--- src/rtl/core/k_way_sorted_merge_macros.svh ---
// assertion macros for the k-way merge block
// used by kwm_dpath, the only module under rtl/core that checks its own logic
`ifndef K_WAY_SORTED_MERGE_MACROS_SVH
`define K_WAY_SORTED_MERGE_MACROS_SVH

// same-cycle implication
`define KWM_ASSERT_IMP(lbl, clk_s, rstn_s, ante, cons) \
  lbl: assert property (@(posedge clk_s) disable iff (!rstn_s) (ante) |-> (cons)) \
    else $error("kwm assertion failed");

// next-cycle implication
`define KWM_ASSERT_NXT(lbl, clk_s, rstn_s, ante, cons) \
  lbl: assert property (@(posedge clk_s) disable iff (!rstn_s) (ante) |=> (cons)) \
    else $error("kwm assertion failed");

`endif

--- src/rtl/core/kwm_pkg.sv ---
`timescale 1ns / 1ps
// shared constants and controller/datapath command and status types
// for the k-way merge block; no dependencies
package kwm_pkg;

  localparam int DEF_MAX_LISTS  = 8;
  localparam int DEF_VALUE_BITS = 32;

  localparam int IDX_W  = 3;
  localparam int ELEM_W = 32;
  localparam int CFG_W  = 4;

  typedef struct packed {
    logic take;
    logic scan_clr;
    logic scan_step;
    logic emit_none;
    logic emit_pop;
    logic restart;
  } kwm_cmd_t;

  typedef struct packed {
    logic waiting;
    logic heap_empty;
    logic merge_started;
    logic scan_last;
    logic best_fin;
    logic others_left;
    logic out_free;
  } kwm_stat_t;

endpackage

--- src/rtl/core/kwm_if.sv ---
`timescale 1ns / 1ps
// valid/ready channel interfaces for list elements and merged results
// depends on kwm_pkg for the field widths
interface kwm_in_if;
  import kwm_pkg::*;

  logic                     valid;
  logic                     ready;
  logic [IDX_W-1:0]         list_index;
  logic signed [ELEM_W-1:0] elem_value;
  logic                     last_in_list;
  logic                     list_empty;

  modport source (
    output valid, list_index, elem_value, last_in_list, list_empty,
    input  ready
  );
  modport sink (
    input  valid, list_index, elem_value, last_in_list, list_empty,
    output ready
  );
endinterface

interface kwm_out_if;
  import kwm_pkg::*;

  logic                     valid;
  logic                     ready;
  logic signed [ELEM_W-1:0] out_value;
  logic [IDX_W-1:0]         source_list;
  logic                     refill_needed;
  logic                     merge_last;
  logic                     no_elements;

  modport source (
    output valid, out_value, source_list, refill_needed, merge_last, no_elements,
    input  ready
  );
  modport sink (
    input  valid, out_value, source_list, refill_needed, merge_last, no_elements,
    output ready
  );
endinterface

--- src/rtl/core/kwm_ctrl.sv ---
`timescale 1ns / 1ps
// merge sequencer: takes a request, checks for waiting lists, runs the
// minimum scan and pops; depends on kwm_pkg command/status types
module kwm_ctrl (
  input  logic              clk,
  input  logic              rst_n,
  input  logic              in_valid,
  output logic              in_ready,
  input  kwm_pkg::kwm_stat_t stat,
  output kwm_pkg::kwm_cmd_t  cmd
);
  import kwm_pkg::*;

  localparam logic [1:0] S_IDLE  = 2'd0;
  localparam logic [1:0] S_CHECK = 2'd1;
  localparam logic [1:0] S_SCAN  = 2'd2;
  localparam logic [1:0] S_EMIT  = 2'd3;

  logic [1:0] state_r;
  logic [1:0] state_nxt;

  always_ff @(posedge clk) begin
    if (!rst_n) begin
      state_r <= S_IDLE;
    end else begin
      state_r <= state_nxt;
    end
  end

  always_comb begin
    state_nxt = state_r;
    cmd       = '0;
    in_ready  = 1'b0;
    case (state_r)
      S_IDLE: begin
        in_ready = 1'b1;
        if (in_valid) begin
          cmd.take  = 1'b1;
          state_nxt = S_CHECK;
        end
      end
      S_CHECK: begin
        if (stat.waiting) begin
          state_nxt = S_IDLE;
        end else if (stat.heap_empty) begin
          // merge over: report all-empty once, or just start over
          if (stat.merge_started) begin
            cmd.restart = 1'b1;
            state_nxt   = S_IDLE;
          end else if (stat.out_free) begin
            cmd.emit_none = 1'b1;
            cmd.restart   = 1'b1;
            state_nxt     = S_IDLE;
          end
        end else begin
          cmd.scan_clr = 1'b1;
          state_nxt    = S_SCAN;
        end
      end
      S_SCAN: begin
        cmd.scan_step = 1'b1;
        if (stat.scan_last) begin
          state_nxt = S_EMIT;
        end
      end
      S_EMIT: begin
        if (stat.out_free) begin
          cmd.emit_pop = 1'b1;
          if (!stat.best_fin) begin
            state_nxt = S_IDLE;
          end else if (stat.others_left) begin
            state_nxt = S_CHECK;
          end else begin
            cmd.restart = 1'b1;
            state_nxt   = S_IDLE;
          end
        end
      end
      default: begin
        state_nxt = S_IDLE;
      end
    endcase
  end

endmodule

--- src/rtl/core/kwm_dpath.sv ---
`timescale 1ns / 1ps
// merge datapath: per-list head slots, list status, minimum scan and the
// result register; depends on kwm_pkg and the assertion macro header
`include "k_way_sorted_merge_macros.svh"

module kwm_dpath #(
  parameter int MAX_LISTS  = kwm_pkg::DEF_MAX_LISTS,
  parameter int VALUE_BITS = kwm_pkg::DEF_VALUE_BITS
) (
  input  logic                              clk,
  input  logic                              rst_n,
  input  logic                              cfg_we,
  input  logic [kwm_pkg::CFG_W-1:0]         cfg_data,
  input  logic [kwm_pkg::IDX_W-1:0]         in_index,
  input  logic signed [kwm_pkg::ELEM_W-1:0] in_value,
  input  logic                              in_last,
  input  logic                              in_empty,
  input  logic                              out_ready,
  output logic                              out_valid,
  output logic signed [kwm_pkg::ELEM_W-1:0] out_value,
  output logic [kwm_pkg::IDX_W-1:0]         out_src,
  output logic                              out_refill,
  output logic                              out_last,
  output logic                              out_none,
  input  kwm_pkg::kwm_cmd_t                 cmd,
  output kwm_pkg::kwm_stat_t                stat
);
  import kwm_pkg::*;

  // only lists reachable by the index field ever hold a head
  localparam int SLOTS = (MAX_LISTS < (1 << IDX_W)) ? MAX_LISTS : (1 << IDX_W);
  localparam int SIW   = $clog2(SLOTS);
  localparam int NW    = $clog2(MAX_LISTS + 1);

  localparam logic [1:0] ST_FIRST = 2'd0;
  localparam logic [1:0] ST_NEXT  = 2'd1;
  localparam logic [1:0] ST_IDLE  = 2'd2;

  localparam logic [CFG_W-1:0] CFG_RESET = CFG_W'(8);

  logic [CFG_W-1:0]      cfg_r;
  logic [1:0]            status_r [SLOTS];
  logic [SLOTS-1:0]      fin_r;
  logic [SLOTS-1:0]      in_heap_r;
  logic                  merge_started_r;
  logic [VALUE_BITS-1:0] vals_r [SLOTS];

  logic [SIW-1:0]        scan_r;
  logic                  best_valid_r;
  logic [SIW-1:0]        best_idx_r;
  logic [VALUE_BITS-1:0] best_val_r;

  logic                  out_valid_r;
  logic [ELEM_W-1:0]     out_value_r;
  logic [IDX_W-1:0]      out_src_r;
  logic                  out_refill_r;
  logic                  out_last_r;
  logic                  out_none_r;

  logic [NW-1:0]         n_act;
  logic [SLOTS-1:0]      not_idle;
  logic                  waiting;
  logic                  in_hit;
  logic [SIW-1:0]        in_slot;
  logic [1:0]            in_st;
  logic                  push;
  logic                  mark_idle;
  logic                  cand;
  logic                  others_left;
  logic                  out_free;

  // register value 0 acts as one list, large values clamp to the maximum
  always_comb begin
    if (cfg_r == '0) begin
      n_act = NW'(1);
    end else if (int'(cfg_r) > MAX_LISTS) begin
      n_act = NW'(MAX_LISTS);
    end else begin
      n_act = NW'(cfg_r);
    end
  end

  always_comb begin
    waiting = (int'(n_act) > SLOTS);
    for (int i = 0; i < SLOTS; i++) begin
      not_idle[i] = (status_r[i] != ST_IDLE);
      if (i < int'(n_act) && not_idle[i]) begin
        waiting = 1'b1;
      end
    end
  end

  assign in_hit    = (int'(in_index) < int'(n_act));
  assign in_slot   = in_index[SIW-1:0];
  assign in_st     = status_r[in_slot];
  assign push      = in_hit && !in_empty && (in_st != ST_IDLE);
  // an empty marker only counts as a first element
  assign mark_idle = in_hit && ((in_st == ST_FIRST) || (in_st == ST_NEXT && !in_empty));

  // strict compare keeps the lowest list on equal values
  assign cand = in_heap_r[scan_r] &&
                (!best_valid_r || ($signed(vals_r[scan_r]) < $signed(best_val_r)));

  assign others_left = (in_heap_r & ~(SLOTS'(1) << best_idx_r)) != '0;
  assign out_free    = !out_valid_r || out_ready;

  always_comb begin
    stat               = '0;
    stat.waiting       = waiting;
    stat.heap_empty    = (in_heap_r == '0);
    stat.merge_started = merge_started_r;
    stat.scan_last     = (scan_r == SIW'(SLOTS - 1));
    stat.best_fin      = fin_r[best_idx_r];
    stat.others_left   = others_left;
    stat.out_free      = out_free;
  end

  always_ff @(posedge clk) begin
    if (!rst_n) begin
      cfg_r           <= CFG_RESET;
      fin_r           <= '0;
      in_heap_r       <= '0;
      merge_started_r <= 1'b0;
      scan_r          <= '0;
      best_valid_r    <= 1'b0;
      out_valid_r     <= 1'b0;
      for (int i = 0; i < SLOTS; i++) begin
        status_r[i] <= ST_FIRST;
      end
    end else begin
      if (cfg_we) begin
        cfg_r <= cfg_data;
      end
      if (cmd.take && push) begin
        in_heap_r[in_slot] <= 1'b1;
        fin_r[in_slot]     <= in_last;
      end
      if (cmd.take && mark_idle) begin
        status_r[in_slot] <= ST_IDLE;
      end
      if (cmd.scan_clr) begin
        scan_r       <= '0;
        best_valid_r <= 1'b0;
      end
      if (cmd.scan_step) begin
        scan_r <= scan_r + SIW'(1);
        if (cand) begin
          best_valid_r <= 1'b1;
        end
      end
      if (out_valid_r && out_ready) begin
        out_valid_r <= 1'b0;
      end
      if (cmd.emit_none || cmd.emit_pop) begin
        out_valid_r <= 1'b1;
      end
      if (cmd.emit_pop) begin
        in_heap_r[best_idx_r] <= 1'b0;
        merge_started_r       <= 1'b1;
        if (!fin_r[best_idx_r]) begin
          status_r[best_idx_r] <= ST_NEXT;
        end
      end
      if (cmd.restart) begin
        fin_r           <= '0;
        in_heap_r       <= '0;
        merge_started_r <= 1'b0;
        for (int i = 0; i < SLOTS; i++) begin
          status_r[i] <= ST_FIRST;
        end
      end
    end
  end

  always_ff @(posedge clk) begin
    if (cmd.take && push) begin
      vals_r[in_slot] <= VALUE_BITS'($unsigned(in_value));
    end
    if (cmd.scan_step && cand) begin
      best_idx_r <= scan_r;
      best_val_r <= vals_r[scan_r];
    end
    if (cmd.emit_none) begin
      out_value_r  <= '0;
      out_src_r    <= '0;
      out_refill_r <= 1'b0;
      out_last_r   <= 1'b1;
      out_none_r   <= 1'b1;
    end else if (cmd.emit_pop) begin
      out_value_r  <= ELEM_W'(best_val_r);
      out_src_r    <= IDX_W'(best_idx_r);
      out_refill_r <= !fin_r[best_idx_r];
      out_last_r   <= fin_r[best_idx_r] && !others_left;
      out_none_r   <= 1'b0;
    end
  end

  assign out_valid  = out_valid_r;
  assign out_value  = out_value_r;
  assign out_src    = out_src_r;
  assign out_refill = out_refill_r;
  assign out_last   = out_last_r;
  assign out_none   = out_none_r;

  `KWM_ASSERT_IMP(a_pop_has_best, clk, rst_n, cmd.emit_pop, best_valid_r)
  `KWM_ASSERT_IMP(a_emit_when_free, clk, rst_n, cmd.emit_pop || cmd.emit_none, out_free)
  `KWM_ASSERT_IMP(a_heap_heads_idle, clk, rst_n, 1'b1, (in_heap_r & not_idle) == '0)
  `KWM_ASSERT_NXT(a_restart_clears, clk, rst_n, cmd.restart,
                  (in_heap_r == '0) && !merge_started_r)

endmodule

--- src/rtl/core/k_way_sorted_merge.sv ---
`timescale 1ns / 1ps
// k-way merge of ascending lists: top level joining sequencer and datapath
// depends on kwm_pkg, kwm_if, kwm_ctrl and kwm_dpath
//
// usage:
//   in_chan carries list elements (list_index, elem_value, last_in_list,
//   list_empty); a merge starts with one first element or empty marker from
//   each list 0..lists_in_use-1, then each refill_needed result asks for the
//   next element of source_list. requests for lists not being waited on are
//   taken and dropped.
//   out_chan returns merged values smallest first, lowest list on ties;
//   merge_last flags the end, no_elements the all-empty case.
//   cfg_we/cfg_data write lists_in_use (reset 8) between requests.
// sequence:
//   a request that only fills a head returns to idle after the check state.
//   one that triggers a pop runs the check state, the minimum scan and the
//   emit state before its result is valid; a pop from a finished list with
//   other heads left runs the check and the scan again. the minimum scan
//   reads one head slot a cycle. in_chan is ready only between requests.
// reset: all lists await a first element, heap empty, no result pending.
// stalls: the result register holds while out_chan.ready is low; a new
//   request is still taken, and a pop waits until the register frees up.
module k_way_sorted_merge #(
  parameter int MAX_LISTS  = kwm_pkg::DEF_MAX_LISTS,
  parameter int VALUE_BITS = kwm_pkg::DEF_VALUE_BITS
) (
  input  logic                      clk,
  input  logic                      rst_n,
  input  logic                      cfg_we,
  input  logic [kwm_pkg::CFG_W-1:0] cfg_data,
  kwm_in_if.sink                    in_chan,
  kwm_out_if.source                 out_chan
);
  import kwm_pkg::*;

  kwm_cmd_t  cmd;
  kwm_stat_t stat;
  logic      in_ready;

  kwm_ctrl u_ctrl (
    .clk      (clk),
    .rst_n    (rst_n),
    .in_valid (in_chan.valid),
    .in_ready (in_ready),
    .stat     (stat),
    .cmd      (cmd)
  );

  kwm_dpath #(
    .MAX_LISTS  (MAX_LISTS),
    .VALUE_BITS (VALUE_BITS)
  ) u_dpath (
    .clk        (clk),
    .rst_n      (rst_n),
    .cfg_we     (cfg_we),
    .cfg_data   (cfg_data),
    .in_index   (in_chan.list_index),
    .in_value   (in_chan.elem_value),
    .in_last    (in_chan.last_in_list),
    .in_empty   (in_chan.list_empty),
    .out_ready  (out_chan.ready),
    .out_valid  (out_chan.valid),
    .out_value  (out_chan.out_value),
    .out_src    (out_chan.source_list),
    .out_refill (out_chan.refill_needed),
    .out_last   (out_chan.merge_last),
    .out_none   (out_chan.no_elements),
    .cmd        (cmd),
    .stat       (stat)
  );

  assign in_chan.ready = in_ready;

endmodule
--- src/flat_wrapper.sv ---
// flat-port wrapper written by rule: the top's interface ports become plain ports
module k_way_sorted_merge_flat import kwm_pkg::*;
#(
  parameter int MAX_LISTS  = kwm_pkg::DEF_MAX_LISTS,
  parameter int VALUE_BITS = kwm_pkg::DEF_VALUE_BITS
)
  (clk, rst_n, cfg_we, cfg_data, in_chan_valid, in_chan_list_index, in_chan_elem_value, in_chan_last_in_list, in_chan_list_empty, in_chan_ready, out_chan_valid, out_chan_out_value, out_chan_source_list, out_chan_refill_needed, out_chan_merge_last, out_chan_no_elements, out_chan_ready);
  kwm_in_if in_chan_i ();
  kwm_out_if out_chan_i ();
  input  logic clk;
  input  logic rst_n;
  input  logic cfg_we;
  input  logic [kwm_pkg::CFG_W-1:0] cfg_data;
  input wire logic [$bits(in_chan_i.valid)-1:0] in_chan_valid;
  input wire logic [$bits(in_chan_i.list_index)-1:0] in_chan_list_index;
  input wire logic [$bits(in_chan_i.elem_value)-1:0] in_chan_elem_value;
  input wire logic [$bits(in_chan_i.last_in_list)-1:0] in_chan_last_in_list;
  input wire logic [$bits(in_chan_i.list_empty)-1:0] in_chan_list_empty;
  output wire logic [$bits(in_chan_i.ready)-1:0] in_chan_ready;
  output wire logic [$bits(out_chan_i.valid)-1:0] out_chan_valid;
  output wire logic [$bits(out_chan_i.out_value)-1:0] out_chan_out_value;
  output wire logic [$bits(out_chan_i.source_list)-1:0] out_chan_source_list;
  output wire logic [$bits(out_chan_i.refill_needed)-1:0] out_chan_refill_needed;
  output wire logic [$bits(out_chan_i.merge_last)-1:0] out_chan_merge_last;
  output wire logic [$bits(out_chan_i.no_elements)-1:0] out_chan_no_elements;
  input wire logic [$bits(out_chan_i.ready)-1:0] out_chan_ready;
  assign in_chan_i.valid = in_chan_valid;
  assign in_chan_i.list_index = in_chan_list_index;
  assign in_chan_i.elem_value = in_chan_elem_value;
  assign in_chan_i.last_in_list = in_chan_last_in_list;
  assign in_chan_i.list_empty = in_chan_list_empty;
  assign in_chan_ready = in_chan_i.ready;
  assign out_chan_valid = out_chan_i.valid;
  assign out_chan_out_value = out_chan_i.out_value;
  assign out_chan_source_list = out_chan_i.source_list;
  assign out_chan_refill_needed = out_chan_i.refill_needed;
  assign out_chan_merge_last = out_chan_i.merge_last;
  assign out_chan_no_elements = out_chan_i.no_elements;
  assign out_chan_i.ready = out_chan_ready;
  k_way_sorted_merge #(.MAX_LISTS(MAX_LISTS), .VALUE_BITS(VALUE_BITS)) u_core (.clk(clk), .rst_n(rst_n), .cfg_we(cfg_we), .cfg_data(cfg_data), .in_chan(in_chan_i), .out_chan(out_chan_i));
endmodule
--- config.mk ---
export PLATFORM = sky130hd
export DESIGN_NAME = k_way_sorted_merge_flat
export DESIGN_NICKNAME = d
export VERILOG_FILES = /design/src/rtl/core/kwm_pkg.sv /design/src/rtl/core/kwm_if.sv /design/src/rtl/core/kwm_ctrl.sv /design/src/rtl/core/kwm_dpath.sv /design/src/rtl/core/k_way_sorted_merge.sv /design/src/flat_wrapper.sv
export VERILOG_INCLUDE_DIRS = /design/src /design/src/rtl/core
export SDC_FILE = /design/constraint.sdc
export NUM_CORES = 1
export LEC_CHECK = 0
export ABC_AREA = 1
export BUFFER_PORTS_ARGS = -buffer_cell sky130_fd_sc_hd__clkbuf_2
export CORE_AREA = 2 2 171 173
export DETAILED_ROUTE_END_ITERATION = 12
export DIE_AREA = 0 0 173 175
export GPL_ROUTABILITY_DRIVEN = 0
export PLACE_DENSITY_LB_ADDON = 0.3
export SLEW_MARGIN = 20
export SYNTH_ARGS = -nofsm -noshare
export SYNTH_HDL_FRONTEND = slang
export SYNTH_HIERARCHICAL = 1
export SYNTH_SLANG_ARGS = --single-unit
--- constraint.sdc ---
create_clock -name clk -period 3.7 [get_ports clk]
set_input_delay 0.37 -clock clk [delete_from_list [all_inputs] [get_ports clk]]
set_output_delay 0.37 -clock clk [all_outputs]
set_load 0.05 [all_outputs]
==> qor.txt <==
CTS Sinks -> 376
remaining global-route overflow -> 0
minimum clock period -> 3.48 ns
Via density -> 5.59
Avg Cell Area, Syn -> 11.1 µm²
crit-path max cell delay -> 0.36 ns
1st-pass router iterations -> 5
Syn Inst Count -> 1394
site row count -> 62
routed len/inst -> 18.6 µm
slew at the pin with the worst max-slew slack -> 0.645 ns
CTS Buf Count -> 40
number of flops mapped to enable cells by yosys -> 291
slowest CP cell -> dfxtp_4
largest area contributor in the netlist -> edfxtp_1
share of layout cells above drive strength 1 -> 0.150
setup TNS -> 0 ns
max-slew violations -> 0
Pwr Density -> 606 nW/µm²
worst skew pair latency -> 0.54 ns
Root Driver -> clkbuf_16
io pins -> 86
Period Utilization, post-route -> 0.940
Post-Synthesis Net Count -> 1475
hpwl dp -> 21500 µm
antenna violations before repair -> 1
Clock Pin Slew Worst Setup and Hold Paths -> 0.06 ns
Arr. time, crit path -> 3.71 ns
die width -> 173 µm
status -> complete, no violations
worst path bufs/invs -> 4
input/output buffers -> 85
Initial Util -> 0.543
Post-DRT Antenna Nets -> 0
relative slew slack -> 0.570
Fmax achieved -> 288 MHz
Synth Flop Type -> edfxtp_1
worst setup path class -> flip-flop to flip-flop
startpoint types -> flip-flop
standby leakage power -> 6.64 nW
GRT Total Usage -> 0.230
CP top delay family -> compound AO/OA/AOI/OAI gates
hold crit path type -> input port to flip-flop
endpoint class of the critical path -> flip-flop
CTS tree -> done
post-synth top area share -> 0.567
CP max FO -> 39
Area growth syn-to-layout -> 14.9%
# fillers -> 2252
Worst VDD drop -> 461 µV
Die ar. -> 30300 µm²
largest net degree at the start of global routing -> 69
worst path cell trace -> inv_2 -> buf_4 -> o21ai_0 -> o22ai_1 -> nor2_1 -> a31oi_1 -> ha_1 -> nand2_1 -> nor2_1 -> a211oi_1 -> o221ai_1 -> a21oi_1 -> nand3_1 -> nand3_1 -> nand2_1 -> inv_1 -> buf_12
chip height -> 175 µm
Synth Warn # -> 6
setup ws final -> 0.222 ns
dpl ws -> 0.279 ns
1st-iter DRT viols -> 760
final wirelength -> 35400 µm
post-synthesis cell type count -> 45
most frequent cells in the layout -> edfxtp_1 (291), nor2_1 (288), o21ai_0 (177)
RSZ-0062 raised after global routing -> false
max-cap viol count -> 0
nets@finish -> 1560
Fin Clk Skew -> 0.0178 ns
Final setup viols -> 0
final hold viol count -> 0
DRC errors left -> 0
first-pass GRT wire length -> 55000 µm
ranking of synthesized cells by area -> edfxtp_1 (57%), dfxtp_1 (11%), nor2_1 (7.0%)
Max clock buf depth -> 3
CP Data Required Time -> 3.93 ns
#FFs+latches synth -> 376
core footprint -> 28400 µm²
commonest non-fill, non-tap cell in the layout -> edfxtp_1
Seq/Total Area, Yosys -> 0.678
fraction of registers with async set/reset -> 0
mapped cell area -> 15400 µm²
H-tree Lvls -> 2
vias in the first global route -> 10100
via count -> 10600
[per-layer routing]
metal	up-vias	wire [µm]	global-route usage
li1	5081	-	-
met1	5076	15400	0.310
met2	367	16900	0.384
met3	66	2060	0.0352
met4	0	946	0.0816
met5	-	0	0
[layout make-up]
cell class | count | area [µm²] | area share
flip-flops and latches | 376 | 10400 | 0.590
diodes | 1 | 2.50 | 0.000141
well taps | 384 | 480 | 0.0271
clock buffers | 51 | 1120 | 0.0635
repair buffers | 113 | 802 | 0.0453
inverters | 116 | 438 | 0.0247
clock inverters | 23 | 173 | 0.00975
multi-input cells | 832 | 4240 | 0.239
[registers in the layout, summed over array words and instances (netlist names), 3 cells and up, named ones only]
name and count:
u_core/u_dpath/in_heap_r 8, u_core/u_dpath/best_val_r 32, u_core/u_dpath/best_idx_r 3, u_core/u_dpath/vals_r 256, u_core/u_dpath/fin_r 8, u_core/u_dpath/scan_r 3, u_core/u_dpath/out_value 32, u_core/u_dpath/cfg_r 4
u_core/u_dpath/status_r 16, u_core/u_dpath/out_src 3
[path summary, 6_finish.rpt]
| kind | cells past startpoint | from | slack (ns) | end |
|---|---|---|---|---|
| worst max register to register | 17 | flip-flop | 0.22 | u_core/u_dpath/best_val_r[29] |
| worst max-delay path | 17 | flip-flop | 0.22 | u_core/u_dpath/best_val_r[29] |
| worst min-delay path | 3 | cfg_data[3] | 0.06 | u_core/u_dpath/cfg_r[3] |
| worst min register to register | 2 | u_core/u_dpath/out_none | 0.45 | u_core/u_dpath/out_none |
[synthesized netlist by cell type, drive strengths merged (3+ instances only)]
master and number:
nand3 22, a22oi 3, nor3 6, a221oi 4, dfxtp 85, buf 20, edfxtp 291, clkbuf 50
o21ai 191, ha 35, inv 116, nand4 6, a31o 8, nand2 104, o211ai 3, a31oi 32
nor2 291, o22ai 35, a21oi 77, a211oi 3
[report_power, final]
group | internal, W | switching, W | leakage, nW
registers | 0.00484 | 0.000145 | 3.32
logic | 0.000446 | 0.00141 | 2.67
clock network | 0.00229 | 0.00159 | 0.648
[worst reg2reg max path, cell delays in order, from the launching register on]
cell and delay [ns]:
dfxtp_4 0.36, inv_2 0.11, buf_4 0.36, o21ai_0 0.15
o22ai_1 0.14, nor2_1 0.06, a31oi_1 0.27, ha_1 0.28
nand2_1 0.10, nor2_1 0.06, a211oi_1 0.21, o221ai_1 0.15
a21oi_1 0.25, nand3_1 0.14, nand3_1 0.11, nand2_1 0.07
inv_1 0.15, buf_12 0.20
[what timing repair did]
action / in CTS / in global routing
hold buffers: 0 / 0
endpoints found under the setup margin: 0 / 35
setup buffers: 0 / 0
gates resized for setup: 0 / 2
[per-stage QoR]
stage	utilization	hold slack, ns	area [µm²]	cells	power (W)
6_report	0.623	0.0570	17700	1896	0.0107
5_1_grt	0.623	0.0733	17700	1896	0.0111
4_1_cts	0.623	0.0464	17700	1895	0.0108
3_5_place_dp	0.577	0.441	16400	1821	0.00691
3_3_place_gp	0.577	0.431	16400	1821	0.00687
2_1_floorplan	-	0.435	15400	1394	0.00643
[cells by family (layout without fill, tap and decap cells)]
kind of cell / after synthesis / count (layout) / synth area share
adder cells (fa/ha/maj): 35 / 35 / 0.0284
AO/OA/AOI/OAI: 365 / 365 / 0.134
other: 0 / 1 / 0
AND/OR/NAND/NOR: 432 / 432 / 0.112
flip-flops: 376 / 376 / 0.678
buffers and inverters: 186 / 303 / 0.0480
(Power assumes the default switching activity.)
